**config.mk**
```make
export PLATFORM = sky130hd
export DESIGN_NAME = sha384_queue
export DESIGN_NICKNAME = d
export VERILOG_FILES = /design/src/hw/rtl/sha384_pkg.sv /design/src/hw/rtl/sha384_queue.sv
export SDC_FILE = /design/constraint.sdc
export NUM_CORES = 1
export LEC_CHECK = 0
export BUFFER_PORTS_ARGS = -buffer_cell sky130_fd_sc_hd__buf_4
export CAP_MARGIN = 20
export CORE_ASPECT_RATIO = 2
export CORE_MARGIN = 4
export CORE_UTILIZATION = 55
export CTS_CLUSTER_DIAMETER = 30
export DETAILED_ROUTE_END_ITERATION = 12
export HOLD_SLACK_MARGIN = 0.06
export PLACE_DENSITY = 0.77
export SYNTH_ARGS = -nofsm -noshare
export SYNTH_HDL_FRONTEND = slang
export SYNTH_SLANG_ARGS = --single-unit
```
**constraint.sdc**
```tcl
create_clock -name clk -period 3.1 [get_ports clk]
set_clock_uncertainty 0.15 [all_clocks]
set_input_delay 0.31 -clock clk [delete_from_list [all_inputs] [get_ports clk]]
set_output_delay 0.31 -clock clk [all_outputs]
set_load 0.01 [all_outputs]
```
**src/hw/rtl/sha384_pkg.sv**
```systemverilog
// sha384_pkg: payload and queue types, sha-384 initial values, round constants
// and the sha-512 bit functions shared by the hash engine modules
// depends on nothing
package sha384_pkg;

  localparam int QUEUE_DEPTH = 4;
  localparam int QPTR_W      = $clog2(QUEUE_DEPTH);
  localparam int QCNT_W      = $clog2(QUEUE_DEPTH + 1);

  localparam logic [3:0] FULL_WORD_BYTES = 4'd8;
  localparam logic [6:0] LENGTH_POS      = 7'd112;
  localparam logic [7:0] BLOCK_BYTES     = 8'd128;
  localparam logic [7:0] PAD_BYTE        = 8'h80;
  localparam logic [6:0] LAST_ROUND      = 7'd79;
  localparam logic [2:0] LAST_DIGEST_IDX = 3'd5;

  typedef struct packed {
    logic [63:0] message_word;
    logic [3:0]  byte_count;
    logic        last_of_message;
  } msg_item_t;

  typedef struct packed {
    logic [63:0] digest_word;
    logic [2:0]  word_index;
    logic        digest_done;
  } dig_item_t;

  // request as it travels through the queue, byte count already clamped
  typedef struct packed {
    logic [63:0] word;
    logic [3:0]  count;
    logic        last;
  } cmd_t;

  typedef struct packed {
    logic empty;
    logic full;
  } q_stat_t;

  function automatic logic [63:0] init_value(input logic [2:0] idx);
    logic [63:0] v;
    case (idx)
      3'd0: v = 64'hcbbb9d5dc1059ed8;
      3'd1: v = 64'h629a292a367cd507;
      3'd2: v = 64'h9159015a3070dd17;
      3'd3: v = 64'h152fecd8f70e5939;
      3'd4: v = 64'h67332667ffc00b31;
      3'd5: v = 64'h8eb44a8768581511;
      3'd6: v = 64'hdb0c2e0d64f98fa7;
      3'd7: v = 64'h47b5481dbefa4fa4;
      default: v = 64'd0;
    endcase
    return v;
  endfunction

  function automatic logic [63:0] round_const(input logic [6:0] idx);
    logic [63:0] k;
    case (idx)
      7'd0:  k = 64'h428a2f98d728ae22;  7'd1:  k = 64'h7137449123ef65cd;
      7'd2:  k = 64'hb5c0fbcfec4d3b2f;  7'd3:  k = 64'he9b5dba58189dbbc;
      7'd4:  k = 64'h3956c25bf348b538;  7'd5:  k = 64'h59f111f1b605d019;
      7'd6:  k = 64'h923f82a4af194f9b;  7'd7:  k = 64'hab1c5ed5da6d8118;
      7'd8:  k = 64'hd807aa98a3030242;  7'd9:  k = 64'h12835b0145706fbe;
      7'd10: k = 64'h243185be4ee4b28c;  7'd11: k = 64'h550c7dc3d5ffb4e2;
      7'd12: k = 64'h72be5d74f27b896f;  7'd13: k = 64'h80deb1fe3b1696b1;
      7'd14: k = 64'h9bdc06a725c71235;  7'd15: k = 64'hc19bf174cf692694;
      7'd16: k = 64'he49b69c19ef14ad2;  7'd17: k = 64'hefbe4786384f25e3;
      7'd18: k = 64'h0fc19dc68b8cd5b5;  7'd19: k = 64'h240ca1cc77ac9c65;
      7'd20: k = 64'h2de92c6f592b0275;  7'd21: k = 64'h4a7484aa6ea6e483;
      7'd22: k = 64'h5cb0a9dcbd41fbd4;  7'd23: k = 64'h76f988da831153b5;
      7'd24: k = 64'h983e5152ee66dfab;  7'd25: k = 64'ha831c66d2db43210;
      7'd26: k = 64'hb00327c898fb213f;  7'd27: k = 64'hbf597fc7beef0ee4;
      7'd28: k = 64'hc6e00bf33da88fc2;  7'd29: k = 64'hd5a79147930aa725;
      7'd30: k = 64'h06ca6351e003826f;  7'd31: k = 64'h142929670a0e6e70;
      7'd32: k = 64'h27b70a8546d22ffc;  7'd33: k = 64'h2e1b21385c26c926;
      7'd34: k = 64'h4d2c6dfc5ac42aed;  7'd35: k = 64'h53380d139d95b3df;
      7'd36: k = 64'h650a73548baf63de;  7'd37: k = 64'h766a0abb3c77b2a8;
      7'd38: k = 64'h81c2c92e47edaee6;  7'd39: k = 64'h92722c851482353b;
      7'd40: k = 64'ha2bfe8a14cf10364;  7'd41: k = 64'ha81a664bbc423001;
      7'd42: k = 64'hc24b8b70d0f89791;  7'd43: k = 64'hc76c51a30654be30;
      7'd44: k = 64'hd192e819d6ef5218;  7'd45: k = 64'hd69906245565a910;
      7'd46: k = 64'hf40e35855771202a;  7'd47: k = 64'h106aa07032bbd1b8;
      7'd48: k = 64'h19a4c116b8d2d0c8;  7'd49: k = 64'h1e376c085141ab53;
      7'd50: k = 64'h2748774cdf8eeb99;  7'd51: k = 64'h34b0bcb5e19b48a8;
      7'd52: k = 64'h391c0cb3c5c95a63;  7'd53: k = 64'h4ed8aa4ae3418acb;
      7'd54: k = 64'h5b9cca4f7763e373;  7'd55: k = 64'h682e6ff3d6b2b8a3;
      7'd56: k = 64'h748f82ee5defb2fc;  7'd57: k = 64'h78a5636f43172f60;
      7'd58: k = 64'h84c87814a1f0ab72;  7'd59: k = 64'h8cc702081a6439ec;
      7'd60: k = 64'h90befffa23631e28;  7'd61: k = 64'ha4506cebde82bde9;
      7'd62: k = 64'hbef9a3f7b2c67915;  7'd63: k = 64'hc67178f2e372532b;
      7'd64: k = 64'hca273eceea26619c;  7'd65: k = 64'hd186b8c721c0c207;
      7'd66: k = 64'heada7dd6cde0eb1e;  7'd67: k = 64'hf57d4f7fee6ed178;
      7'd68: k = 64'h06f067aa72176fba;  7'd69: k = 64'h0a637dc5a2c898a6;
      7'd70: k = 64'h113f9804bef90dae;  7'd71: k = 64'h1b710b35131c471b;
      7'd72: k = 64'h28db77f523047d84;  7'd73: k = 64'h32caab7b40c72493;
      7'd74: k = 64'h3c9ebe0a15c9bebc;  7'd75: k = 64'h431d67c49c100d4c;
      7'd76: k = 64'h4cc5d4becb3e42b6;  7'd77: k = 64'h597f299cfc657e2a;
      7'd78: k = 64'h5fcb6fab3ad6faec;  7'd79: k = 64'h6c44198c4a475817;
      default: k = 64'd0;
    endcase
    return k;
  endfunction

  function automatic logic [63:0] rotr(input logic [63:0] x, input int unsigned n);
    return (x >> n) | (x << (64 - n));
  endfunction

  function automatic logic [63:0] big_sigma0(input logic [63:0] x);
    return rotr(x, 28) ^ rotr(x, 34) ^ rotr(x, 39);
  endfunction

  function automatic logic [63:0] big_sigma1(input logic [63:0] x);
    return rotr(x, 14) ^ rotr(x, 18) ^ rotr(x, 41);
  endfunction

  function automatic logic [63:0] small_sigma0(input logic [63:0] x);
    return rotr(x, 1) ^ rotr(x, 8) ^ (x >> 7);
  endfunction

  function automatic logic [63:0] small_sigma1(input logic [63:0] x);
    return rotr(x, 19) ^ rotr(x, 61) ^ (x >> 6);
  endfunction

endpackage

```
**src/hw/rtl/sha384_queue.sv**
```systemverilog
// sha384_queue: short request queue between front and back parts
// depends on sha384_pkg
module sha384_queue
  import sha384_pkg::*;
(
  input  logic    clk,
  input  logic    rst,
  input  logic    push,
  input  cmd_t    push_cmd,
  input  logic    pop,
  output cmd_t    pop_cmd,
  output q_stat_t q_stat
);

  cmd_t              entries [QUEUE_DEPTH];
  logic [QPTR_W-1:0] wr_ptr;
  logic [QPTR_W-1:0] rd_ptr;
  logic [QCNT_W-1:0] count;

  assign q_stat.empty = (count == '0);
  assign q_stat.full  = (count == QCNT_W'(QUEUE_DEPTH));
  assign pop_cmd      = entries[rd_ptr];

  always_ff @(posedge clk) begin
    if (rst) begin
      wr_ptr <= '0;
      rd_ptr <= '0;
      count  <= '0;
    end else begin
      if (push) begin
        wr_ptr <= wr_ptr + QPTR_W'(1);
      end
      if (pop) begin
        rd_ptr <= rd_ptr + QPTR_W'(1);
      end
      if (push && !pop) begin
        count <= count + QCNT_W'(1);
      end else if (pop && !push) begin
        count <= count - QCNT_W'(1);
      end
    end
  end

  always_ff @(posedge clk) begin
    if (push) begin
      entries[wr_ptr] <= push_cmd;
    end
  end

endmodule

```
Word-level counts from Yosys, hierarchy flattened
Memory sizes are Yosys's and may differ from the RTL's. A register that Yosys moved wholly into a read port is not among the register bits.
Index checks and enable logic that the tools add are counted.

operators by class
  add/subtract/negate cells = 4
  $mul = 0
  div/mod/pow operators = 0
  $lt $le $gt $ge = 0
  equal/unequal tests = 1
  shift-type cells = 0
  mux-type cells = 6
  bitwise logic cells = 0
  reductions and logical operators = 6

operator list
  cell                                                                number
  3-bit two-way mux                                                   2
  2-bit by 1-bit adder with 2-bit output, second input constant       2
  2-bit two-way mux                                                   2
  3-bit by 1-bit adder with 3-bit output, second input constant       1
  3-bit equality test, second input constant                          1
  3-bit logical NOT                                                   1
  3-bit by 1-bit subtractor with 3-bit output, second input constant  1
  1-bit logical AND                                                   2
  1-bit logical NOT                                                   2
  1-bit two-way mux                                                   2
  2-bit nonzero test                                                  1

storage, ports and cells
  register bits after elaboration = 7
  latch bits = 0
  bits in writable memories = 276
  memory bits (read-only) = 0
  input bits = 73
  output and inout port bits = 71
  word-level logic and storage cells = 21
  memories = 1

memories
  name     depth  bits a word  rd ports  clocked after Yosys merged registers in  write ports  line                RTL
  entries  4      69           1         1                                        1            sha384_queue.sv:15  cmd_t entries [QUEUE_DEPTH];

Depth between registers and ports, before layout
Gate-level depths: netlist (run 1).

  depth after elaboration = 4
  gate-level depth with buffers = 7
  depth with buffers taken out = 7

Worst setup path after synthesis (run 1)
No wires, ideal clock.

  kind = flip-flop to flip-flop
  start point = register wr_ptr[0]
  end point = memory entries[0][0] (netlist name) (enable)
  setup time = 434 ps
  data arrival time = 2160 ps
  required time = 2516 ps
  slack = 356 ps
  cell stages (with the launch flop) = 4
  buffers on the path = 0
  period minus slack after synthesis = 2744 ps
  cells stage by stage = dfxtp_1 -> inv_1 -> ha_1 -> and2_1

RTL lines
  element                   line                RTL
  start: declaration        sha384_queue.sv:16  logic [QPTR_W-1:0] wr_ptr;
  start signal: assignment  sha384_queue.sv:31  wr_ptr <= wr_ptr + QPTR_W'(1);
  end: declaration          sha384_queue.sv:15

No word-level cell before the write port.

==> flow_metrics.py, run 1 <==
metrics = {
    "routing": {
        "drtPass1Iterations": 6,
        "postRouteWirelength_um": 20300,
        "drc": 0,
        "drt-vias-per-instance": 5.42,
        "ant_nets": 0,
        "drt-initial-drc-count": 260,
        "vias": 4969,
        "routedWlPerCell_um": 22.2,
    },
    "yosys": {
        "synthArstFlopShare": 0,
        "ys.flop_type": "edfxtp_1",
        "ys_ff_latch": 285,
        "avgSynthCellArea_um2": 25.7,
        "post-synth-top-count-cell": "edfxtp_1",
        "syn_nets": 484,
        "syn_area_um2": 10400,
        "synth.top_cell.area_share": 0.797,
        "yosysWarnings": 0,
        "synth_edf_count": 276,
        "synth_area_leaders": "edfxtp_1, mux4_2, dfxtp_1, ha_1, buf_4",
        "yosysTopAreaCell": "edfxtp_1",
        "synthDistinctLibCells": 22,
        "netlist_instances": 405,
        "synth_seq_area_share": 0.815,
        "synthTopCellsByCount": "edfxtp_1, mux4_2, dfxtp_1, nor2_1",
    },
    "worst_setup_path": {
        "critPathCaptureType": "primary output",
        "crit_fanout": 25,
        "crit_arrival_ps": 2230,
        "r2r_slack_ps": 1210,
        "worst-setup-path-type": "register to primary output",
        "timing.rr.start": "wr_ptr[1]",
        "critPathLaunchType": "register",
        "timing.rr.end": "entries[1][36]",
        "r2r_cells": 4,
        "required_ps": 2640,
    },
    "timing": {
        "max_freq_mhz": 372,
        "fin_tns_setup_ps": 0,
        "rsz0062_at_grt": "no",
        "relSlewSlack": 0.576,
        "worst_slew_pin_slew_ps": 636,
        "hold_viol": 0,
        "fin_crit_sh": 0.868,
        "fin_crit_ps": 2690,
        "finalMaxSlewViolations": 0,
        "setup_viol": 0,
    },
    "min_path": {
        "hp-class": "primary input to register",
        "min_to": "entries[3][15]",
        "min_delay_path_depth": 2,
        "min_from": "push_cmd[15]",
    },
    "final_layout": {
        "diodes": 0,
        "fin_util": 0.734,
        "layout-drive-gt1-share": 0.415,
        "final_net_count": 723,
        "area_delta_synth_final_pct": 30.6,
    },
    "clock_network": {
        "htreeDepth": 1,
        "cts-root-buf": "clkbuf_16",
        "cts_resized": 0,
        "cts_setup_buffers": 0,
        "clockBufferDepth": 3,
        "clk_latency_ps": 520,
        "clkSlewWorstSetupHoldPaths_ps": 70,
        "cts_tree": "built",
        "numCtsBuffers": 29,
        "cts_sinks": 285,
    },
    "floorplan": {
        "die_x_um": 105,
        "die-area_um2": 21300,
        "rows": 70,
        "initial_core_util": 0.563,
        "coreArea_um2": 18500,
        "die_h_um": 202,
        "num_io_pins": 144,
    },
    "power": {
        "p_per_area_nw_per_um2": 671,
        "ir_worst_vdd_v": 0.000816,
        "p_leak_nw": 4.67,
    },
    "global_routing": {
        "grt_max_degree": 42,
        "gr-usage-met1": 0.238,
        "grt.overflow.total": 0,
        "use_met3": 0.0275,
        "grt_use_met2": 0.361,
        "grt_pass1_wl_um": 31800,
        "grt_pass1_vias": 5515,
        "gr-usage-all-layers": 0.196,
        "grt_busiest_layer": "met2",
        "antenna_found_initial": 0,
    },
    "job": {
        "drv_cap": 0,
    },
    "status": {
        "status": "finished clean",
    },
    "place": {
        "place_congestion": 0.706,
        "port_buffers": 143,
        "hpwl_um": 12000,
    },
}
==> per-layer routing <==
layer | vias to the layer above | part of all wire
met5 | - | 0
met4 | 0 | 0.027
met3 | 34 | 0.044
met2 | 150 | 0.57
met1 | 2583 | 0.36
li1 | 2202 | -
==> layout make-up <==
type,count,area [um^2]
sequential,285,8480
fill,1051,4910
timing repair buffer,225,1960
multi-input combinational,99,1790
clock buffer,32,737
tap,252,315
clock inverter,20,277
inverter,4,15.0
==> timing repair <==
item                                    4_1_cts  5_1_grt
hold buffers                                 73        0
endpoints found under the setup margin        0        0
endpoints found under the hold margin       285        0
==> registers in the layout (all words and copies together), names as in the netlist, named ones only <==
| signal | count |
|---|---|
| count | 3 |
| entries | 276 |
| wr_ptr | 2 |
| rd_ptr | 2 |
==> metrics by stage <==
step                instances  setup slack, ps  hold slack (ps)  instance area, um^2  power, mW
finish                    917              409              369                13600       9.10
global route              917              251              369                13600       9.43
CTS                       917              324              360                13600       9.19
detailed placement        792              882              363                11800       5.52
global placement          792              879              329                11800       5.48
floorplan                 405              356              259                10400       5.05
==> logic make-up after synthesis <==
kind of cell / share of synthesized area
flip-flops: 0.815
multiplexers: 0.151
buffers and inverters: 0.0138
AND/OR/NAND/NOR: 0.00710
adder cells (fa/ha/maj): 0.00794
XOR/XNOR: 0.00421
AO/OA/AOI/OAI: 0.000962
==> how the worst max path moves through the flow <==
stage                    from            end
detailed placement   register    pop_cmd[10]
CTS                  register    pop_cmd[10]
finish               register    pop_cmd[10]
floorplan           wr_ptr[0]  entries[0][0]
global route         register    pop_cmd[10]
global placement     register    pop_cmd[10]
==> cell usage in the layout (no fill, tap or decap), types with 3 or more instances in the layout <==
cell	count
clkbuf_1	3
buf_12	7
clkinv_4	5
inv_1	4
xor2_1	3
and2_4	4
nor2_1	7
ha_1	5
mux4_2	69
dlygate4sd3_1	73
dfxtp_1	7
buf_4	145
inv_6	5
clkbuf_16	29
edfxtp_1	276
bufinv_16	5
clkinvlp_4	3
==> report_power, final <==
group          internal (mW)  leakage (nW)  switching (mW)
combinational          0.546          1.57           0.438
sequential              4.42          2.61          0.0900
clock                   2.17         0.485            1.44
==> worst max-delay path, cell delays in order, from the launching register on <==
cell and delay, ps:
dfxtp_4 680, buf_4 320, mux4_2 540, buf_4 170
Power figures use the tool's default switching activity.
==> run 2: changes to the inputs <==
- ABC_AREA: not set -> 1
==> flow_metrics.py, run 2 <==
metrics = {
    "place": {
        "hpwl_um": 13500,
        "dp_cells": 1093,
        "place_congestion": 0.764,
        "port_buffers": 143,
    },
    "global_routing": {
        "grt.overflow.total": 0,
        "grt_pass1_wl_um": 36000,
        "grt_pass1_vias": 6816,
        "antenna_found_initial": 1,
        "gr-usage-all-layers": 0.212,
        "grt_max_degree": 70,
    },
    "final_layout": {
        "area_delta_synth_final_pct": 27.1,
        "reg.largest.list": "entries x276, count x3",
        "layout-drive-gt1-share": 0.217,
        "top_register": "entries",
        "final_net_count": 1017,
        "fin_cells": 1211,
        "mostFrequentLayoutCells": "edfxtp_1, buf_4, nor2_1",
        "final_common_cell": "edfxtp_1",
        "largest_reg_flops": 276,
        "num-fill-cells": 1156,
    },
    "clock_network": {
        "cts_resized": 0,
        "cts_setup_buffers": 0,
        "clockBufferDepth": 3,
        "clkSlewWorstSetupHoldPaths_ps": 60,
        "htreeDepth": 1,
        "numCtsBuffers": 26,
        "cts_tree": "built",
        "cts-root-buf": "clkbuf_16",
        "cts_sinks": 285,
        "clk_latency_ps": 520,
    },
    "floorplan": {
        "num_io_pins": 144,
        "die-area_um2": 21900,
        "rows": 71,
        "die_h_um": 205,
        "die_x_um": 107,
        "coreArea_um2": 18900,
        "initial_core_util": 0.565,
    },
    "yosys": {
        "post-synth-top-count-cell": "edfxtp_1",
        "ys.flop_type": "edfxtp_1",
        "ys_ff_latch": 285,
        "synth_area_leaders": "edfxtp_1, nor2_1, o21ai_0, o22ai_1, o21ai_1",
        "synth_seq_area_share": 0.793,
        "synth_edf_count": 276,
        "yosysWarnings": 0,
        "synth.top_cell.area_share": 0.776,
        "syn_nets": 804,
        "avgSynthCellArea_um2": 14.7,
        "synthDistinctLibCells": 23,
        "syn_area_um2": 10700,
        "yosysTopAreaCell": "edfxtp_1",
        "synthTopCellsByCount": "edfxtp_1, nor2_1, o21ai_0, o22ai_1, o21ai_1",
        "synthArstFlopShare": 0,
        "netlist_instances": 725,
    },
    "routing": {
        "postRouteWirelength_um": 23100,
        "drc": 0,
        "vias": 6693,
        "drt-initial-drc-count": 458,
        "ant_nets": 0,
        "routedWlPerCell_um": 19.1,
        "drt-vias-per-instance": 5.53,
        "drtPass1Iterations": 5,
    },
    "job": {
        "drv_cap": 0,
    },
    "status": {
        "status": "finished clean",
    },
    "timing": {
        "hold_viol": 0,
        "fin_crit_sh": 0.896,
        "rsz0062_at_grt": "no",
        "fin_crit_ps": 2780,
        "finalMaxSlewViolations": 0,
        "setup_viol": 0,
        "worst_slew_pin_slew_ps": 1010,
        "relSlewSlack": 0.325,
        "fin_tns_setup_ps": 0,
        "max_freq_mhz": 360,
    },
    "power": {
        "ir_worst_vdd_v": 0.000649,
        "p_per_area_nw_per_um2": 649,
        "power_mw": 8.81,
        "p_leak_nw": 4.84,
    },
    "worst_setup_path": {
        "slowest_stage": "dfxtp_4",
        "path_delay_family": "buffers and inverters",
        "critPathCaptureType": "primary output",
        "r2r_cells": 5,
        "r2r_slack_ps": 1060,
        "cp_cell_sequence": "inv_4, buf_4, o21ai_1, o22ai_1, buf_4",
        "timing.rr.start": "wr_ptr[0]",
        "timing.rr.end": "entries[0][48]",
        "crit_buf_inv": 3,
        "crit_path_frequent_cell": "buf_4",
        "critPathLaunchType": "register",
        "worst-setup-path-type": "register to primary output",
        "crit_arrival_ps": 2320,
        "crit_fanout": 47,
        "slowest_delay_ps": 490,
        "required_ps": 2640,
    },
    "min_path": {
        "min_delay_path_depth": 1,
        "min_from": "rd_ptr[1]",
        "hp-class": "register to register",
    },
}
## run 2: changes by cell type after synthesis, sizes merged, moves of 4 or more
cell,before,now
nor2,7,144
clkbuf,6,17
o21ai,1,143
inv,4,17
buf,11,27
nand2,1,9
o22ai,0,69
and2,4,0
mux4,69,0
## run 2: worst max path at each step
stage | endpoint | slack (ps) | cells past startpoint
floorplan | entries[2][0] | 600 | 4
finish | pop_cmd[4] | 320 | 5
global route | pop_cmd[57] | 150 | 4
global placement | pop_cmd[30] | 880 | 4
detailed placement | pop_cmd[16] | 850 | 5
CTS | pop_cmd[16] | 270 | 5
## run 2: cell type report
cell class              instances  area, um^2  area share
diodes                          1        2.50    0.000184
clock buffers                  28         658      0.0485
clock inverters                17         284      0.0209
inverters                      17        71.3     0.00525
multi-input cells             379        1850       0.136
flip-flops and latches        285        8470       0.624
well taps                     255         319      0.0235
repair buffers                229        1920       0.142
## run 2: power by group
part / switching [mW] / total [mW] / internal, mW / leakage (nW)
sequential: 0.0550 / 4.46 / 4.40 / 2.61
combinational: 0.539 / 0.943 / 0.404 / 1.78
clock: 1.35 / 3.41 / 2.06 / 0.454
total: 1.94 / 8.81 / 6.87 / 4.84
## run 2: timing repair
action                                  CTS  global route
endpoints found under the hold margin   285             0
hold buffers                             72             0
endpoints found under the setup margin    0             0
## run 2: cell families after synthesis
kind of cell | count (synthesis) | synth area share
DFF | 285 | 0.793
AOI/OAI and AO/OA | 215 | 0.109
and+or+nand+nor | 157 | 0.0558
buffers and inverters | 61 | 0.0342
adders and majority gates | 6 | 0.00773
xor gates and xnor gates | 1 | 0.000820
## run 2: through the flow
step           instance area [um^2]  hold slack, ps   util  setup WS, ps
2_1_floorplan                 10700             232      -           599
6_report                      13600             304  0.718           323
4_1_cts                       13600             302  0.718           272
3_5_place_dp                  11900             284  0.630           846
3_3_place_gp                  11900             275  0.630           884
5_1_grt                       13600             335  0.718           153
## run 2: routing by layer
| layer | part of all wire | vias up | GRT usage |
|---|---|---|---|
| li1 | - | 3146 | - |
| met1 | 0.36 | 3268 | 0.257 |
| met2 | 0.55 | 228 | 0.383 |
| met3 | 0.050 | 51 | 0.0274 |
| met4 | 0.038 | 0 | 0.0869 |
| met5 | 0 | - | 0 |
