<file path="config.mk">
export PLATFORM = sky130hd
export DESIGN_NAME = sha384_front
export DESIGN_NICKNAME = d
export VERILOG_FILES = /design/src/hw/rtl/sha384_pkg.sv /design/src/hw/rtl/sha384_front.sv
export SDC_FILE = /design/constraint.sdc
export NUM_CORES = 1
export LEC_CHECK = 0
export BUFFER_PORTS_ARGS = -buffer_cell sky130_fd_sc_hd__buf_2
export CELL_PAD_IN_SITES_DETAIL_PLACEMENT = 0
export CELL_PAD_IN_SITES_GLOBAL_PLACEMENT = 1
export CORE_MARGIN = 2
export CORE_UTILIZATION = 29
export CTS_CLUSTER_SIZE = 20
export DETAILED_ROUTE_END_ITERATION = 8
export PLACE_DENSITY = 0.77
export SLEW_MARGIN = 20
export SYNTH_ARGS = -nofsm -noshare
export SYNTH_HDL_FRONTEND = slang
export SYNTH_SLANG_ARGS = --single-unit
</file>
<file path="constraint.sdc">
create_clock -name clk -period 2.47 [get_ports clk]
set_input_delay 0.494 -clock clk [delete_from_list [all_inputs] [get_ports clk]]
set_output_delay 0.494 -clock clk [all_outputs]
set_load 0.03 [all_outputs]
</file>
<file path="src/hw/rtl/sha384_pkg.sv">
// sha384_pkg: payload and queue types, sha-384 initial values, round constants
// and the sha-512 bit functions shared by the hash engine modules
// depends on nothing
package sha384_pkg;

  localparam int QUEUE_DEPTH = 4;
  localparam int QPTR_W      = $clog2(QUEUE_DEPTH);
  localparam int QCNT_W      = $clog2(QUEUE_DEPTH + 1);

  localparam logic [3:0] FULL_WORD_BYTES = 4'd8;
  localparam logic [6:0] LENGTH_POS      = 7'd112;
  localparam logic [7:0] BLOCK_BYTES     = 8'd128;
  localparam logic [7:0] PAD_BYTE        = 8'h80;
  localparam logic [6:0] LAST_ROUND      = 7'd79;
  localparam logic [2:0] LAST_DIGEST_IDX = 3'd5;

  typedef struct packed {
    logic [63:0] message_word;
    logic [3:0]  byte_count;
    logic        last_of_message;
  } msg_item_t;

  typedef struct packed {
    logic [63:0] digest_word;
    logic [2:0]  word_index;
    logic        digest_done;
  } dig_item_t;

  // request as it travels through the queue, byte count already clamped
  typedef struct packed {
    logic [63:0] word;
    logic [3:0]  count;
    logic        last;
  } cmd_t;

  typedef struct packed {
    logic empty;
    logic full;
  } q_stat_t;

  function automatic logic [63:0] init_value(input logic [2:0] idx);
    logic [63:0] v;
    case (idx)
      3'd0: v = 64'hcbbb9d5dc1059ed8;
      3'd1: v = 64'h629a292a367cd507;
      3'd2: v = 64'h9159015a3070dd17;
      3'd3: v = 64'h152fecd8f70e5939;
      3'd4: v = 64'h67332667ffc00b31;
      3'd5: v = 64'h8eb44a8768581511;
      3'd6: v = 64'hdb0c2e0d64f98fa7;
      3'd7: v = 64'h47b5481dbefa4fa4;
      default: v = 64'd0;
    endcase
    return v;
  endfunction

  function automatic logic [63:0] round_const(input logic [6:0] idx);
    logic [63:0] k;
    case (idx)
      7'd0:  k = 64'h428a2f98d728ae22;  7'd1:  k = 64'h7137449123ef65cd;
      7'd2:  k = 64'hb5c0fbcfec4d3b2f;  7'd3:  k = 64'he9b5dba58189dbbc;
      7'd4:  k = 64'h3956c25bf348b538;  7'd5:  k = 64'h59f111f1b605d019;
      7'd6:  k = 64'h923f82a4af194f9b;  7'd7:  k = 64'hab1c5ed5da6d8118;
      7'd8:  k = 64'hd807aa98a3030242;  7'd9:  k = 64'h12835b0145706fbe;
      7'd10: k = 64'h243185be4ee4b28c;  7'd11: k = 64'h550c7dc3d5ffb4e2;
      7'd12: k = 64'h72be5d74f27b896f;  7'd13: k = 64'h80deb1fe3b1696b1;
      7'd14: k = 64'h9bdc06a725c71235;  7'd15: k = 64'hc19bf174cf692694;
      7'd16: k = 64'he49b69c19ef14ad2;  7'd17: k = 64'hefbe4786384f25e3;
      7'd18: k = 64'h0fc19dc68b8cd5b5;  7'd19: k = 64'h240ca1cc77ac9c65;
      7'd20: k = 64'h2de92c6f592b0275;  7'd21: k = 64'h4a7484aa6ea6e483;
      7'd22: k = 64'h5cb0a9dcbd41fbd4;  7'd23: k = 64'h76f988da831153b5;
      7'd24: k = 64'h983e5152ee66dfab;  7'd25: k = 64'ha831c66d2db43210;
      7'd26: k = 64'hb00327c898fb213f;  7'd27: k = 64'hbf597fc7beef0ee4;
      7'd28: k = 64'hc6e00bf33da88fc2;  7'd29: k = 64'hd5a79147930aa725;
      7'd30: k = 64'h06ca6351e003826f;  7'd31: k = 64'h142929670a0e6e70;
      7'd32: k = 64'h27b70a8546d22ffc;  7'd33: k = 64'h2e1b21385c26c926;
      7'd34: k = 64'h4d2c6dfc5ac42aed;  7'd35: k = 64'h53380d139d95b3df;
      7'd36: k = 64'h650a73548baf63de;  7'd37: k = 64'h766a0abb3c77b2a8;
      7'd38: k = 64'h81c2c92e47edaee6;  7'd39: k = 64'h92722c851482353b;
      7'd40: k = 64'ha2bfe8a14cf10364;  7'd41: k = 64'ha81a664bbc423001;
      7'd42: k = 64'hc24b8b70d0f89791;  7'd43: k = 64'hc76c51a30654be30;
      7'd44: k = 64'hd192e819d6ef5218;  7'd45: k = 64'hd69906245565a910;
      7'd46: k = 64'hf40e35855771202a;  7'd47: k = 64'h106aa07032bbd1b8;
      7'd48: k = 64'h19a4c116b8d2d0c8;  7'd49: k = 64'h1e376c085141ab53;
      7'd50: k = 64'h2748774cdf8eeb99;  7'd51: k = 64'h34b0bcb5e19b48a8;
      7'd52: k = 64'h391c0cb3c5c95a63;  7'd53: k = 64'h4ed8aa4ae3418acb;
      7'd54: k = 64'h5b9cca4f7763e373;  7'd55: k = 64'h682e6ff3d6b2b8a3;
      7'd56: k = 64'h748f82ee5defb2fc;  7'd57: k = 64'h78a5636f43172f60;
      7'd58: k = 64'h84c87814a1f0ab72;  7'd59: k = 64'h8cc702081a6439ec;
      7'd60: k = 64'h90befffa23631e28;  7'd61: k = 64'ha4506cebde82bde9;
      7'd62: k = 64'hbef9a3f7b2c67915;  7'd63: k = 64'hc67178f2e372532b;
      7'd64: k = 64'hca273eceea26619c;  7'd65: k = 64'hd186b8c721c0c207;
      7'd66: k = 64'heada7dd6cde0eb1e;  7'd67: k = 64'hf57d4f7fee6ed178;
      7'd68: k = 64'h06f067aa72176fba;  7'd69: k = 64'h0a637dc5a2c898a6;
      7'd70: k = 64'h113f9804bef90dae;  7'd71: k = 64'h1b710b35131c471b;
      7'd72: k = 64'h28db77f523047d84;  7'd73: k = 64'h32caab7b40c72493;
      7'd74: k = 64'h3c9ebe0a15c9bebc;  7'd75: k = 64'h431d67c49c100d4c;
      7'd76: k = 64'h4cc5d4becb3e42b6;  7'd77: k = 64'h597f299cfc657e2a;
      7'd78: k = 64'h5fcb6fab3ad6faec;  7'd79: k = 64'h6c44198c4a475817;
      default: k = 64'd0;
    endcase
    return k;
  endfunction

  function automatic logic [63:0] rotr(input logic [63:0] x, input int unsigned n);
    return (x >> n) | (x << (64 - n));
  endfunction

  function automatic logic [63:0] big_sigma0(input logic [63:0] x);
    return rotr(x, 28) ^ rotr(x, 34) ^ rotr(x, 39);
  endfunction

  function automatic logic [63:0] big_sigma1(input logic [63:0] x);
    return rotr(x, 14) ^ rotr(x, 18) ^ rotr(x, 41);
  endfunction

  function automatic logic [63:0] small_sigma0(input logic [63:0] x);
    return rotr(x, 1) ^ rotr(x, 8) ^ (x >> 7);
  endfunction

  function automatic logic [63:0] small_sigma1(input logic [63:0] x);
    return rotr(x, 19) ^ rotr(x, 61) ^ (x >> 6);
  endfunction

endpackage

</file>
<file path="src/hw/rtl/sha384_front.sv">
// sha384_front: input stage, takes message requests, clamps the byte count
// and hands them to the queue; depends on sha384_pkg
module sha384_front
  import sha384_pkg::*;
(
  input  logic      clk,
  input  logic      rst,
  input  logic      msg_valid,
  output logic      msg_ready,
  input  msg_item_t msg,
  input  q_stat_t   q_stat,
  output logic      push,
  output cmd_t      push_cmd
);

  logic hold_valid;
  cmd_t hold;

  assign push      = hold_valid & ~q_stat.full;
  assign msg_ready = ~hold_valid | ~q_stat.full;
  assign push_cmd  = hold;

  always_ff @(posedge clk) begin
    if (rst) begin
      hold_valid <= 1'b0;
    end else if (msg_valid && msg_ready) begin
      hold_valid <= 1'b1;
    end else if (push) begin
      hold_valid <= 1'b0;
    end
  end

  always_ff @(posedge clk) begin
    if (msg_valid && msg_ready) begin
      hold.word  <= msg.message_word;
      hold.count <= (msg.byte_count > FULL_WORD_BYTES) ? FULL_WORD_BYTES : msg.byte_count;
      hold.last  <= msg.last_of_message;
    end
  end

endmodule

</file>
Word level (Yosys, flattened, before mapping)
Index checks and enable logic that the tools add are counted.
{"block": "word_totals", "reg_bits": 70, "inputBits": 74, "word_cells": 13, "out_inout_bits": 71}
{"block": "op_classes", "bitwise_logic": 4, "mux": 2, "reduce_logical": 2, "order_cmp": 1}
{"operator": "greater-than comparator 4 bit, second input constant", "count": 1}
{"operator": "two-way mux 1 bit", "count": 2}
{"operator": "inverter 1 bit", "count": 2}
{"operator": "nonzero test 2 bit", "count": 1}
{"operator": "bitwise AND 1 bit", "count": 1}
{"operator": "logical AND 1 bit", "count": 1}
{"operator": "OR 1 bit", "count": 1}

Depth between registers and ports, before layout
Gate-level depths: netlist of run 1.
{"block": "logic_depth", "ltp_word": 4, "ltp_mapped": 2}

Worst setup path after synthesis of run 1
OpenSTA, ideal clock, no wires.
{"block": "synth_timing", "path_type": "input -> register", "startpoint": "input q_stat[0] in the netlist's numbering", "endpoint": "register hold (netlist bit push_cmd[0]) (enable)", "cell_stages": 2, "slack_ns": -0.379, "required_time_ns": 2.036, "arrival_time_ns": 2.415, "cell_sequence": "nand2_1 > and2_1"}
{"block": "synth_between", "elab_chain_len": 3}
{"item": "start: declaration", "line": "sha384_front.sv:11", "text": "input q_stat_t q_stat,"}
{"item": "inverter 1 bit", "line": "sha384_front.sv:20", "text": "assign msg_ready = ~hold_valid | ~q_stat.full;"}
{"item": "OR 1 bit", "line": "sha384_front.sv:20"}
{"item": "logical AND 1 bit", "line": "sha384_front.sv:34", "text": "if (msg_valid && msg_ready) begin"}
{"item": "end: declaration", "line": "sha384_front.sv:17", "text": "cmd_t hold;"}
No other way between the ends.
A chain may end at the register's enable or synchronous reset.

Final worst setup path of run 1
{"block": "layout_timing", "startpoint": "register hold_valid", "endpoint": "output push"}
{"block": "layout_between", "elab_chain_len": 1}
{"item": "start: declaration", "line": "sha384_front.sv:16", "text": "logic hold_valid;"}
{"item": "start signal: assignment", "line": "sha384_front.sv:25", "text": "hold_valid <= 1'b0;"}
{"item": "start signal: assignment", "line": "sha384_front.sv:27", "text": "hold_valid <= 1'b1;"}
{"item": "start signal: assignment", "line": "sha384_front.sv:29", "text": "hold_valid <= 1'b0;"}
{"item": "bitwise AND 1 bit", "line": "sha384_front.sv:19", "text": "assign push = hold_valid & ~q_stat.full;"}
{"item": "end: declaration", "line": "sha384_front.sv:12", "text": "output logic push,"}
No other way between the ends.

==> flow_summary.yaml, run 1 <==
outcome:
  status: "complete, no violations"
drt:
  first_pass_iters: 4
  drcViolationCount: 0
  drt_iter0_markers: 29
  detail-route-antenna-nets: 0
  routed_wirelength_mm: 4.64
  wl_per_cell_um: 13.8
  vias: 1359
  via_per_inst: 4.03
clocking:
  hold_buffers: 0
  cts.sinks: 70
  cts_resized: 0
  clk_latency_ns: 0.33
  cts_setup_buffers: 0
  cts_tree: "yes"
  clkTransAtPathRegs_ns: 0.06
  cts_inserted_buffers: 9
  clockBufferDepth: 2
  clock_tree.root_cell: "clkbuf_8"
  h-tree-depth: 3
yosys:
  netlist_instances: 79
  synth.distinct_cells: 9
  syn_nets: 153
  ys_seq_elements: 70
  synth_warnings: 0
  syn_avg_cell_area_sq_um: 27.1
  yosys.area_share.simple_pct: 1.93
  yosys.area_share.adder_pct: 0
  synth_mux_area_share_pct: 0
  synth_top_family_by_area: "simple AND/OR/NAND/NOR gates"
  synth-compound-area-share_pct: 0.234
  syn_area_sq_um: 2140
  synth-seq-area-share_pct: 97.7
  synth-xor-area-share_pct: 0
power:
  swShare_pct: 22.4
  power_frac_clock_pct: 38.4
  seqPwrFrac_pct: 50.8
  combPwrFrac_pct: 10.8
  switchingPower_mw: 0.618
  ir_drop_mv: 0.473
  power.leakage_nw: 1.38
  powerDensity_nw_per_um2: 856
  p_int_mw: 2.14
critical_path:
  cp.required_ns: 1.98
  crit_arrival_ns: 1.00
  reg2reg_depth: 3
  start_kind: "flip-flop"
  endpoint: "push"
  reg2reg_to: "push_cmd[5]"
  r2r-start: "hold_valid"
  critical_path.endpoint_type: "output port"
  critPathKind: "reg2out"
  rrSetupSlack_ns: 1.21
  crit_start: "hold_valid"
  path_max_fanout: 3
placed_design:
  placed_cell_area_sq_um: 3000
  gp_congestion: 0.681
  port_buffers: 143
  place_hpwl_mm: 3.46
  place_inst: 321
grt:
  antenna_found_initial: 0
  grt_pass1_wl_mm: 6.96
  grt_max_degree: 70
  grt_util_all_layers_pct: 11.5
  overflow: 0
  grt_pass1_vias: 1425
cells_and_area:
  insertedDiodeCount: 0
  fin_nets: 307
  fill_cells: 683
  final_cell_mix: "buf_2, edfxtp_1, clkbuf_8"
  utilization_pct: 44.7
  drive_gt1_share_pct: 66.4
  layoutNonFillerInstCount: 337
  area_growth_pct: 50.7
  finalInstanceArea_sq_um: 3230
  layout.cells.most_common: "buf_2"
sta:
  period_share_pct: 60.7
  slew_violations: 0
  clock-skew-final_ns: 0.00590
  hold_violations: 0
  tightestPinTransition_ns: 0.368
  rsz0062_at_grt: "false"
  clock.fmax_ghz: 0.667
  fin_tns_setup_ns: 0
  fin_crit_ns: 1.50
  slew_headroom_pct: 75.5
  hold_ws_ns: 0.308
  setup_viol: 0
worst_hold_path:
  min_delay_path_depth: 2
  hold_class: "in2reg"
floorplan:
  chipHeight_um: 89.9
  core_sq_um: 7210
  initial_utilization_pct: 29.7
  rows: 31
  ios: 145
  die-area_sq_um: 8090
  chipWidth_um: 89.9
flow_run:
  max_cap_viol_count: 0
-- cells in the mapped netlist --
cell	n	area [sq um]
a21oi_1	1	5.00
and2_1	1	6.26
and2b_2	1	8.76
clkbuf_1	1	3.75
dfxtp_1	1	20.0
edfxtp_1	69	2070
nand2_1	1	3.75
nor2_1	1	3.75
nor2b_1	3	18.8
-- critical path, cell delays in order, from the launching register on --
cell and delay, ns:
dfxtp_1 0.32, and2b_2 0.18, buf_2 0.17
-- logic make-up (layout without fill, tap and decap cells) --
| family | after synthesis | in the layout |
|---|---|---|
| flip-flops | 70 | 70 |
| buffers and inverters | 1 | 160 |
| AND/OR/NAND/NOR | 7 | 7 |
| AO/OA/AOI/OAI | 1 | 1 |
-- through the flow --
step / total power, mW / setup WS [ns]
floorplan: 1.60 / 0.364
global placement: 1.73 / 0.964
detailed placement: 1.73 / 0.924
CTS: 2.80 / 0.948
global route: 2.86 / 0.911
finish: 2.76 / 0.971
-- sequential cells by signal (all words and copies together) (netlist names) --
register / cells
push_cmd: 69
hold_valid: 1
-- area by class of cell --
| class | count | area, sq um | share of cell area, % |
|---|---|---|---|
| Timing Repair Buffer | 144 | 736 | 22.8 |
| Clock buffer | 11 | 131 | 4.07 |
| Tap cell | 99 | 124 | 3.84 |
| Sequential cell | 70 | 2090 | 64.8 |
| Multi-Input combinational cell | 8 | 47.5 | 1.47 |
| Clock inverter | 5 | 97.6 | 3.02 |
-- per-layer routing --
metal	track usage (%)	share of wire [%]	up-vias
li1	-	-	620
met1	14.1	43	635
met2	17.0	45	93
met3	5.11	9.9	11
met4	6.54	1.9	0
met5	0	0	-
-- power groups by stage --
stage | sequential, mW | clock, mW | combinational, mW
2_1_floorplan | 1.57 | 0 | 0.0284
3_3_place_gp | 1.43 | 0 | 0.298
3_5_place_dp | 1.43 | 0 | 0.302
4_1_cts | 1.40 | 1.09 | 0.302
5_1_grt | 1.41 | 1.13 | 0.315
6_report | 1.40 | 1.06 | 0.299
-- worst min path at each step --
stage / start / to / slack, ns
floorplan: hold_valid / hold_valid / 0.47
global placement: hold_valid / hold_valid / 0.48
detailed placement: hold_valid / hold_valid / 0.49
CTS: rst / hold_valid / 0.29
global route: rst / hold_valid / 0.29
finish: rst / hold_valid / 0.31
Power figures use the tool's default switching activity.
==> run 2: changes to the inputs <==
--- a/config.mk
+++ b/config.mk
@@ -9,10 +9,10 @@
 export CELL_PAD_IN_SITES_DETAIL_PLACEMENT = 0
 export CELL_PAD_IN_SITES_GLOBAL_PLACEMENT = 1
 export CORE_MARGIN = 2
-export CORE_UTILIZATION = 29
+export CORE_UTILIZATION = 30
 export CTS_CLUSTER_SIZE = 20
 export DETAILED_ROUTE_END_ITERATION = 8
-export PLACE_DENSITY = 0.77
+export PLACE_DENSITY = 0.76
 export SLEW_MARGIN = 20
 export SYNTH_ARGS = -nofsm -noshare
 export SYNTH_HDL_FRONTEND = slang
==> constraint.sdc (replaced) <==
create_clock -name clk -period 1.5 [get_ports clk]
set_input_delay 0.3 -clock clk [delete_from_list [all_inputs] [get_ports clk]]
set_output_delay 0.3 -clock clk [all_outputs]
set_load 0.03 [all_outputs]
==> run 2 against run 1 <==
Compared with the run above:
- sequential share of layout area increased by 0.81 points
- wire length decreased by 5.0%
- via count down 2.3%
- clock skew grew 0.0052 ns
- flip-flop and latch count is the same
- worst hold slack worse by 0.19 ns
- worst setup slack lost 0.80 ns
- die area down 3.2%
- power rose by 51%
==> flow_summary.yaml, run 2 (same netlist as run 1, synthesis figures left out) <==
outcome:
  status: "complete, no violations"
cells_and_area:
  layout.cells.most_common: "buf_2"
  area_growth_pct: 48.8
  insertedDiodeCount: 0
  fill_cells: 635
  layoutNonFillerInstCount: 335
  final_cell_mix: "buf_2, edfxtp_1, clkbuf_8"
  fin_nets: 308
  finalInstanceArea_sq_um: 3190
  largest_reg_flops: 69
  drive_gt1_share_pct: 67.4
sta:
  rsz0062_at_grt: "false"
  tightestPinTransition_ns: 0.295
  hold_violations: 0
  clock.fmax_ghz: 0.753
  period_share_pct: 88.5
  clock-skew-final_ns: 0.0111
  slew_violations: 0
  setup_viol: 0
  fin_tns_setup_ns: 0
  slew_headroom_pct: 80.3
  fin_crit_ns: 1.33
power:
  seqPwrFrac_pct: 55.4
  powerDensity_nw_per_um2: 1310
  power.leakage_nw: 1.37
  combPwrFrac_pct: 11.8
  power_frac_clock_pct: 32.8
  swShare_pct: 23.8
  p_int_mw: 3.17
  ir_drop_mv: 0.591
  switchingPower_mw: 0.993
worst_hold_path:
  hold_class: "in2reg"
  hold_start: "rst"
clocking:
  h-tree-depth: 3
  cts_resized: 0
  cts.sinks: 70
  clock_tree.root_cell: "clkbuf_8"
  clockBufferDepth: 2
  clkTransAtPathRegs_ns: 0.07
  cts_tree: "yes"
  clk_latency_ns: 0.33
  cts_setup_buffers: 0
  hold_buffers: 0
  cts_inserted_buffers: 9
floorplan:
  initial_utilization_pct: 31.2
  chipHeight_um: 88.5
  ios: 145
  core_sq_um: 6870
  chipWidth_um: 88.5
  die-area_sq_um: 7830
  rows: 30
critical_path:
  crit_start: "hold_valid"
  path_max_fanout: 3
  crit_slowest_cell: "dfxtp_1"
  r2r-start: "hold_valid"
  cp_cell_sequence: "and2b_2 -> buf_2"
  critical_path.endpoint_type: "output port"
  crit_arrival_ns: 1.03
  critPathMaxStageDelay_ns: 0.36
  start_kind: "flip-flop"
  cp.required_ns: 1.20
  critPathKind: "reg2out"
placed_design:
  place_inst: 319
  gp_congestion: 0.677
  place_hpwl_mm: 3.30
  placed_cell_area_sq_um: 3010
  port_buffers: 143
drt:
  drcViolationCount: 0
  via_per_inst: 3.96
  drt_iter0_markers: 27
  wl_per_cell_um: 13.1
  routed_wirelength_mm: 4.40
  detail-route-antenna-nets: 0
  first_pass_iters: 4
  vias: 1328
grt:
  grt_pass1_wl_mm: 6.44
  grt_util_all_layers_pct: 11.6
  grt_pass1_vias: 1341
  overflow: 0
  grt_max_degree: 55
  antenna_found_initial: 0
flow_run:
  max_cap_viol_count: 0
## run 2: critical path: cells and delay by family, from the launching register on
family	cells	cell delay, ns
DFF	1	0.36
buffers and inverters	1	0.18
and+or+nand+nor	1	0.15
## run 2: power groups by stage
stage | combinational [mW] | sequential [mW] | clock, mW
after floorplan | 0.0483 | 2.59 | 0
after global placement | 0.492 | 2.35 | 0
after detailed placement | 0.499 | 2.35 | 0
after CTS | 0.499 | 2.31 | 1.42
after global routing | 0.525 | 2.32 | 1.49
final | 0.492 | 2.31 | 1.36
## run 2: path summary, 6_finish.rpt
| path | slack (ns) | end | cells after the start |
|---|---|---|---|
| hold / removal | 0.12 | hold_valid | 2 |
| hold reg to reg | 0.53 | hold_valid | 2 |
| setup / recovery | 0.17 | push | 2 |
| setup reg to reg | 0.33 | push_cmd[30] | 3 |
## run 2: metal layers
layer  track usage (%)  vias to the layer above  share of wire [%]
met5                 0                        -                  0
met4              7.02                        0                2.1
met3              6.62                       10                 13
met2              17.8                       90                 48
met1              12.4                      609                 37
li1                  -                      619                  -
## run 2: layout make-up
cell class / count / area [sq um] / area share (%)
Clock buffer: 15 / 176 / 5.53
Clock inverter: 1 / 5.00 / 0.157
Multi-Input combinational cell: 8 / 51.3 / 1.61
Sequential cell: 70 / 2090 / 65.6
Tap cell: 96 / 120 / 3.77
Timing Repair Buffer: 145 / 743 / 23.3
## run 2: metrics by stage
stage          power (mW)  hold WS [ns]  setup WS, ns  utilization, %
3_3_place_gp         2.84         0.458         0.258            43.8
4_1_cts              4.23        0.0952         0.149            46.4
2_1_floorplan        2.63         0.372        0.0454               -
3_5_place_dp         2.85         0.463         0.235            43.8
6_report             4.17         0.116         0.173            46.4
5_1_grt              4.34        0.0961        0.0917            46.4
==> run 3: changes to the inputs <==
==> constraint.sdc (replaced) <==
create_clock -name clk -period 1.32 [get_ports clk]
set_input_delay 0.264 -clock clk [delete_from_list [all_inputs] [get_ports clk]]
set_output_delay 0.264 -clock clk [all_outputs]
set_load 0.03 [all_outputs]
==> run 3 against run 2 <==
Compared with the run above:
- worst hold slack lost 0.040 ns
- critical path depth did not move
- wire length grew 1.1%
- first-iteration DRC count grew to 3.3 times the previous value
- clock-buffer cell count shrank 5
- cell area grew 0.98%
- critical endpoint unchanged
==> flow_summary.yaml, run 3 (same netlist as run 1, synthesis figures left out) <==
outcome:
  status: "complete, no violations"
cells_and_area:
  final_cell_mix: "buf_2, edfxtp_1, clkbuf_8"
  multi_input_area_sq_um: 56.3
  fin_nets: 309
  insertedDiodeCount: 0
  layout.cells.most_common: "buf_2"
  drive_gt1_share_pct: 67.9
  largest_reg_flops: 69
  utilization_pct: 46.9
  area_growth_pct: 50.3
  fill_cells: 627
  register_area_sq_um: 2090
  finalInstanceArea_sq_um: 3220
clocking:
  clkTransAtPathRegs_ns: 0.07
  cts_tree: "yes"
  clk_latency_ns: 0.34
  cts_setup_buffers: 0
  h-tree-depth: 3
  clock_tree.root_cell: "clkbuf_8"
  cts_inserted_buffers: 9
  clockBufferDepth: 2
  cts.sinks: 70
placed_design:
  gp_congestion: 0.665
  port_buffers: 143
  placed_cell_area_sq_um: 3030
  place_hpwl_mm: 3.48
drt:
  wl_per_cell_um: 13.2
  drcViolationCount: 0
  vias: 1315
  drt_iter0_markers: 88
  first_pass_iters: 4
  via_per_inst: 3.91
  routed_wirelength_mm: 4.45
  detail-route-antenna-nets: 0
grt:
  grt_util_all_layers_pct: 12.1
  grt_max_degree: 34
  grt_pass1_vias: 1383
  antenna_found_initial: 0
  grt_pass1_wl_mm: 6.67
  overflow: 0
power:
  power_frac_clock_pct: 33.2
  switchingPower_mw: 1.15
  powerDensity_nw_per_um2: 1490
  combPwrFrac_pct: 11.9
  power.leakage_nw: 1.39
  ir_drop_mv: 0.663
  p_int_mw: 3.63
  seqPwrFrac_pct: 54.9
  swShare_pct: 24.1
critical_path:
  critical_path.endpoint_type: "output port"
  cp.required_ns: 1.06
  r2r-start: "hold_valid"
  crit_arrival_ns: 1.00
  rrSetupSlack_ns: 0.21
  reg2reg_to: "push_cmd[62]"
  critPathKind: "reg2out"
  start_kind: "flip-flop"
  path_max_fanout: 3
  reg2reg_depth: 3
sta:
  hold_ws_ns: 0.0759
  fin_tns_setup_ns: 0
  hold_violations: 0
  period_share_pct: 95.4
  setup_viol: 0
  clock.fmax_ghz: 0.794
  rsz0062_at_grt: "false"
  slew_violations: 0
  slew_headroom_pct: 86.6
  fin_crit_ns: 1.26
  clock-skew-final_ns: 0.00706
  tightestPinTransition_ns: 0.201
floorplan:
  rows: 30
  core_sq_um: 6870
  die-area_sq_um: 7830
  initial_utilization_pct: 31.2
  chipHeight_um: 88.5
  chipWidth_um: 88.5
  ios: 145
worst_hold_path:
  min_delay_path_depth: 2
  hold_class: "in2reg"
  min_to: "hold_valid"
  hold_start: "rst"
flow_run:
  max_cap_viol_count: 0
-- run 3: stage by stage --
step | cells | power, mW | setup WS (ns)
after floorplan | 79 | 2.99 | -0.0880
after global placement | 320 | 3.24 | 0.154
after detailed placement | 320 | 3.25 | 0.132
after CTS | 336 | 4.85 | 0.00880
after global routing | 336 | 5.03 | 0.0137
final | 336 | 4.78 | 0.0604
-- run 3: per-layer routing --
metal	vias to the layer above	track usage (%)	share of wire [%]
met3	4	7.46	12
met1	601	13.6	40
li1	622	-	-
met5	-	0	0
met4	0	5.79	1.0
met2	88	18.2	47
-- run 3: final cells by class --
cell class | instances | share of cell area (%)
clock buffers | 10 | 3.96
repair buffers | 146 | 23.9
clock inverters | 6 | 1.63
multi-input cells | 8 | 1.75
well taps | 96 | 3.73
flip-flops and latches | 70 | 65.0
-- run 3: worst max-delay path, cell delays in order, from the launching register on --
cell and delay (ns):
dfxtp_2 0.34, and2b_2 0.19, buf_6 0.13
-- run 3: timing repair --
action	in CTS	in global routing
endpoints found under the setup margin	0	1
gates resized for setup	0	3
hold buffers	0	0
-- run 3: power by group through the flow --
stage	Combinational (mW)	Sequential [mW]	Clock, mW
after global routing	0.609	2.64	1.78
after global placement	0.570	2.67	0
final	0.570	2.63	1.59
after floorplan	0.0556	2.94	0
after CTS	0.578	2.63	1.65
after detailed placement	0.578	2.68	0
-- run 3: worst max path at each step --
| stage | slack, ns | to | from | cells past startpoint |
|---|---|---|---|---|
| floorplan | -0.09 | push_cmd[0] | hold_valid | 2 |
| global placement | 0.15 | push_cmd[18] | q_stat[0] | 4 |
| detailed placement | 0.13 | push_cmd[31] | q_stat[0] | 4 |
| CTS | 0.009 | push | hold_valid | 2 |
| global route | 0.01 | push | hold_valid | 2 |
| finish | 0.06 | push | hold_valid | 2 |
